==> src/rtl/rmf_pkg.sv <==
`timescale 1ns / 1ps

package rmf_pkg;

   // channel and field widths
   localparam int CHAN_W   = 8;
   localparam int FW_W     = 12;
   localparam int FH_W     = 13;
   localparam int ROW_W    = 14;
   localparam int CSR_W    = 13;
   localparam int WIN_SIZE = 9;
   localparam int MED_RANK = 4;

   // register reset values
   localparam logic [FW_W-1:0] FRAME_WIDTH_RST  = FW_W'(640);
   localparam logic [FH_W-1:0] FRAME_HEIGHT_RST = FH_W'(480);

   // register indexes
   localparam logic CSR_FRAME_WIDTH  = 1'b0;
   localparam logic CSR_FRAME_HEIGHT = 1'b1;

   // request actions
   localparam logic ACTION_PIXEL = 1'b0;
   localparam logic ACTION_FLUSH = 1'b1;

   typedef struct packed {
      logic              action;
      logic [CHAN_W-1:0] red_in;
      logic [CHAN_W-1:0] green_in;
      logic [CHAN_W-1:0] blue_in;
   } req_type;

   typedef struct packed {
      logic [CHAN_W-1:0] red_out;
      logic [CHAN_W-1:0] green_out;
      logic [CHAN_W-1:0] blue_out;
      logic              frame_last;
   } rsp_type;

   typedef struct packed {
      logic [CHAN_W-1:0] red;
      logic [CHAN_W-1:0] green;
      logic [CHAN_W-1:0] blue;
   } pix_type;

   // one line memory entry: previous row and the row before it
   typedef struct packed {
      pix_type prev1;
      pix_type prev2;
   } line_type;

   localparam int LINE_W = $bits(line_type);

   // control of the request held in the window stage
   typedef struct packed {
      logic col0;
      logic row_ge1;
      logic row_ge2;
      logic drain;
      logic emit;
   } ctl_type;

endpackage

==> src/rtl/rmf_median.sv <==
`timescale 1ns / 1ps

module rmf_median
   import rmf_pkg::*;
(
   input  logic [WIN_SIZE-1:0][CHAN_W-1:0] vals,
   output logic [CHAN_W-1:0]               med
);

   logic [3:0] below  [WIN_SIZE];
   logic [3:0] at_or_below [WIN_SIZE];

   // rank of every sample against all others
   always_comb begin
      for (int i = 0; i < WIN_SIZE; i++) begin
         below[i]       = 4'd0;
         at_or_below[i] = 4'd0;
         for (int j = 0; j < WIN_SIZE; j++) begin
            below[i]       = below[i] + 4'(vals[j] < vals[i]);
            at_or_below[i] = at_or_below[i] + 4'(vals[j] <= vals[i]);
         end
      end
   end

   // first sample whose rank range covers the middle
   always_comb begin
      logic found;
      found = 1'b0;
      med   = '0;
      for (int i = 0; i < WIN_SIZE; i++) begin
         if (!found && below[i] <= 4'(MED_RANK) && at_or_below[i] >= 4'(MED_RANK + 1)) begin
            med   = vals[i];
            found = 1'b1;
         end
      end
   end

endmodule

==> config.mk <==
export PLATFORM = sky130hd
export DESIGN_NAME = rmf_median
export DESIGN_NICKNAME = d
export VERILOG_FILES = /design/src/rtl/rmf_pkg.sv /design/src/rtl/rmf_median.sv
export SDC_FILE = /design/constraint.sdc
export NUM_CORES = 1
export LEC_CHECK = 0
export ABC_AREA = 1
export BUFFER_PORTS_ARGS = -buffer_cell sky130_fd_sc_hd__buf_2
export CAP_MARGIN = 20
export CORE_MARGIN = 8
export CORE_UTILIZATION = 42
export DETAILED_ROUTE_END_ITERATION = 16
export MAX_ROUTING_LAYER = met4
export PLACE_DENSITY_LB_ADDON = 0.12
export SLEW_MARGIN = 20
export SYNTH_ARGS = -nofsm -noshare
export SYNTH_HDL_FRONTEND = slang
export SYNTH_SLANG_ARGS = --single-unit
==> constraint.sdc <==
create_clock -name vclk -period 11.2
set_input_delay 0.56 -clock vclk [all_inputs]
set_output_delay 0.56 -clock vclk [all_outputs]
set_load 0.02 [all_outputs]
### Yosys cells after proc, flatten, opt, wreduce, memory -nomap -nowiden

Cells that the tools add are included.

| operators by class | value |
|---|---|
| reduce and logical (&&, ||, !) cells | 25 |
| add/subtract/negate cells | 144 |
| multiplexer cells | 17 |
| $lt $le $gt $ge | 180 |
| div/mod/pow operators | 0 |
| equality and inequality tests | 0 |
| multiply operators | 0 |
| shift operators | 0 |
| bitwise logic cells | 0 |

Operator list:

| operator | count |
|---|---|
| less-or-equal comparator 8 bit | 81 |
| < comparator 8 bit | 81 |
| adder 4 x 1 -> 4 bit | 90 |
| adder 3 x 1 -> 4 bit | 18 |
| two-way mux 8 bit | 9 |
| adder 2 x 1 -> 3 bit | 18 |
| adder 1 x 1 -> 2 bit | 18 |
| >= comparator 4 x 3 -> 1 bit (second input constant) | 9 |
| less-or-equal comparator 4 x 3 -> 1 bit (second input constant) | 9 |
| logical AND 1 bit | 17 |
| zero test 1 bit | 8 |
| two-way mux 1 bit | 8 |

| storage, ports and cells | value |
|---|---|
| memory bits (writable) | 0 |
| input port bits | 72 |
| memory bits (read-only) | 0 |
| memories | 0 |
| register bits after elaboration | 0 |
| bits in latches | 0 |

### Depth between registers and ports, before layout

| depth | value |
|---|---|
| depth in word-level cells | 44 |
| gate-level depth with buffers | 31 |

### Worst setup path after synthesis

Ideal clock, no wire load.

| timing | value |
|---|---|
| kind | input port to output port |
| start | input vals[41] (netlist name) |
| end | output med[0] |
| arrival time | 5.368 ns |
| path buffers | 0 |
| setup slack | 5.272 ns |
| cell stages on the path | 25 |
| path through | inv_1 ha_1 inv_1 nor2_1 o21bai_1 a21oi_1 a2111oi_0 nor2_1 fa_1 ha_1 fa_1 inv_1 fa_1 inv_1 fa_1 inv_1 nor2_1 inv_1 a21oi_1 nor2_2 inv_1 nand4_1 nor2_1 nor2_1 nand3_1 |

| between the ends | value |
|---|---|
| word-level cells in the longest chain between the ends | 40 |
| elaborated cells between the ends (all ways) | 174 |

Ends and longest elaborated chain:

| what | line | RTL |
|---|---|---|
| start, declared | rmf_median.sv:6 | `input logic [WIN_SIZE-1:0][CHAN_W-1:0] vals,` |
| parallel branches: the longest is 39 deep, another holds < comparator 8 bit | - |  |
| two-way mux 8 bit (*) | rmf_median.sv:31 | `if (!found && below[i] <= 4'(MED_RANK) && at_or_below[i] >= 4'(MED_RANK + 1)) begin` |
| end, declared | rmf_median.sv:7 | `output logic [CHAN_W-1:0] med` |

Every way passes the cells marked *.

### Worst setup path in the final report

| timing | value |
|---|---|
| start | input vals[15] (netlist name) |
| end | output med[5] |

| between the ends | value |
|---|---|
| word-level cells in the longest chain between the ends | 44 |
| elaborated cells between the ends (all ways) | 238 |

Ends and longest elaborated chain:

| what | line |
|---|---|
| < comparator 8 bit or less-or-equal comparator 8 bit (tied branches) | rmf_median.sv:19, rmf_median.sv:20 |
| adder 1 x 1 -> 2 bit, on equally long branches | rmf_median.sv:19, rmf_median.sv:20 |
| adder 2 x 1 -> 3 bit, on equally long branches | rmf_median.sv:19, rmf_median.sv:20 |
| adder 3 x 1 -> 4 bit, on equally long branches | rmf_median.sv:19, rmf_median.sv:20 |
| adder 4 x 1 -> 4 bit, on equally long branches (5 in a row) | rmf_median.sv:19, rmf_median.sv:20 |
| less-or-equal comparator 4 x 3 -> 1 bit or >= comparator 4 x 3 -> 1 bit (tied branches) | rmf_median.sv:31 |
| logical AND 1 bit | rmf_median.sv:31 |
| two-way mux 1 bit | rmf_median.sv:31 |
| [21 not listed] | - |
| logical AND 1 bit (2 in a row) | rmf_median.sv:31 |
| two-way mux 1 bit | rmf_median.sv:31 |
| zero test 1 bit | rmf_median.sv:31 |
| logical AND 1 bit (2 in a row) | rmf_median.sv:31 |
| two-way mux 1 bit | rmf_median.sv:31 |
| zero test 1 bit | rmf_median.sv:31 |
| logical AND 1 bit (2 in a row) | rmf_median.sv:31 |
| two-way mux 8 bit (*) | rmf_median.sv:31 |

Every way passes the cells marked *; elsewhere a longest branch is shown, timed or not.

==> impl_metrics.csv <==
group,metric,value,unit
status,status,"finished clean",
final_layout,drive_gt1_share,6.81,%
setup_path,cp-end-kind,"output pin",
timing,hold_violations,0,
pwr,swShare,66.8,%
floorplan,io_pins,80,
final_layout,num_antenna_cells,0,
routing,viasPerCell,5.28,
pwr,switchingPower,0.00132,W
min_path,hp-class,"in2out",
setup_path,cp.arrival,6.27,ns
pwr,p_leak,7.13,nW
floorplan,dieArea,31800,um2
routing,ant_nets,0,
clock_tree,ctsHoldBuffers,0,
final_layout,mostFrequentLayoutCells,"inv_1 (423), ha_1 (342), nand2_1 (249), a21oi_1 (104), nor2_1 (99)",
synthesis,synth_top_area_share,38.7,%
final_layout,synthToLayoutAreaGrowth,7.24,%
setup_path,worst_path_max_delay_cell,"fa_1",
setup_path,critPathMaxFanout,18,
setup_path,startpoint,"vals[15]",
routing,remaining_drc_errors,0,
timing,worst_pin_slew,0.940,ns
final_layout,layout_commonest_cell,"inv_1",
pwr,p_per_area,166,nW/um2
grt,grt_pass1_vias,10045,
grt,grt_max_degree,19,
pwr,power.sequential.fraction,0,%
routing,first_pass_iters,7,
synthesis,syn_area,11100,um2
pwr,p_comb_share,100.0,%
timing,fmax,146,MHz
final_layout,nets,2163,
timing,maxSlewHeadroom,36.9,%
run,maxCapViolations,0,
timing,rsz0062_at_grt,"false",
routing,detail_route.wl_per_cell,19.3,um
final_layout,seq_cells,0,
routing,dr_total_vias,10615,
grt,grt_util_all_layers,24.9,%
routing,drt-total-wl,38800,um
synthesis,ys.warnings.count,0,
synthesis,synth-seq-area-share,0,%
synthesis,postSynthAreaPerCell,6.93,um2
synthesis,synth.net_count,2084,
timing,setup_violations,0,
final_layout,multi_input_area,9450,um2
timing,fin_setup_tns,0,ns
setup_path,max_stage_delay,0.52,ns
placement,portBuffers,80,
timing,min_period,6.83,ns
floorplan,initial_core_util,42.6,%
final_layout,fillers,2779,
grt,grt_pass1_wl,58300,um
pwr,power.internal,0.000654,W
clock_tree,cts.repair.resized,0,
pwr,total_power,0.00197,W
timing,fin_crit_sh,61.0,%
final_layout,n_clock_buffer,0,
setup_path,cp-endpoint,"med[5]",
floorplan,die_y,178,um
floorplan,fp-row-count,59,
pwr,clkPwrFrac,0,%
clock_tree,post-cts-setup-buffers,0,
pwr,peakVddDrop,0.138,mV
grt,antenna_found_initial,0,
synthesis,synth_top_area_cell,"ha_1",
floorplan,die_x,178,um
setup_path,crit_required,10.64,ns
setup_path,worstSetupPathType,"in2out",
synthesis,netlist_instances,1598,
placement,gp_congestion,1.01,
synthesis,synth_area_leaders,"ha_1 (39%), inv_1 (14%), fa_1 (13%), nand2_1 (8.4%), a21oi_1 (4.7%)",
grt,grt_overflow_total,0,
synthesis,synth_cell_types,35,
routing,first_iter_violations,955,
setup_path,crit_path_start_kind,"primary input",
floorplan,core_area,26000,um2
placement,post-dp-hpwl,34100,um
timing,finalMaxSlewViolations,0,
final_layout,seqCellArea,0,um2
==> power by group through the flow <==
stage               logic, W  clock network, W  registers [W]
floorplan            0.00140                 0              0
global placement     0.00193                 0              0
detailed placement   0.00196                 0              0
CTS                  0.00197                 0              0
global route         0.00224                 0              0
finish               0.00197                 0              0
==> worst min-delay path by stage <==
stage	slack, ns	endpoint	depth (start not counted)	start
final	1.50	med[7]	4	vals[71]
after global placement	1.50	med[7]	4	vals[71]
after global routing	1.52	med[2]	4	vals[66]
after floorplan	1.36	med[0]	2	vals[64]
after CTS	1.51	med[2]	4	vals[66]
after detailed placement	1.51	med[2]	4	vals[66]
==> area by class of cell <==
type | count | share of cell area, %
Inverter | 424 | 13.4
Multi-Input combinational cell | 1170 | 79.6
Tap cell | 335 | 3.53
Timing Repair Buffer | 81 | 3.44
==> through the flow <==
stage,instance area [um2],hold slack [ns],worst slack [ns],cells,util (%)
3_3_place_gp,11900,1.50,4.42,2010,45.7
4_1_cts,11900,1.51,4.41,2010,45.7
6_report,11900,1.50,4.37,2010,45.7
2_1_floorplan,11100,1.36,5.27,1598,-
3_5_place_dp,11900,1.51,4.42,2010,45.7
5_1_grt,11900,1.52,3.87,2010,45.7
==> kinds of logic after synthesis <==
logic type,Yosys count,share of synthesized area (%)
buffers and inverters,428,14.6
AO/OA/AOI/OAI,189,9.68
AND/OR/NAND/NOR,555,23.1
XOR/XNOR,12,0.950
adder cells (fa/ha/maj),414,51.7
==> worst max-delay path, delay by kind of cell <==
kind                     cells  cell delay, ns
adder cells (fa/ha/maj)      6            2.58
AND/OR/NAND/NOR             14            2.41
buffers and inverters        6            0.69
==> synthesized netlist by cell type, types with 2 or more instances <==
master and instances:
ha_1 342, a21oi_1 104, o211ai_1 2, or2_2 18, nor2_1 99, o21ai_0 47
nand3_2 4, nor3_1 20, nand4_1 67, a211oi_1 5, nand3_4 3, nand3_1 84
fa_1 72, xnor2_1 10, o2111ai_1 25, o21ai_1 2, xor2_1 2, buf_2 3
nand3b_1 2, inv_1 423, or2_1 2, nand2_1 249
==> routing by layer <==
layer	global-route usage, %	routed length [um]	share of wire (%)
met5	-	0	0
met3	3.01	2550	6.6
met4	5.30	961	2.5
met2	38.9	17100	44
met1	34.0	18100	47
Power figures use the tool's default switching activity.
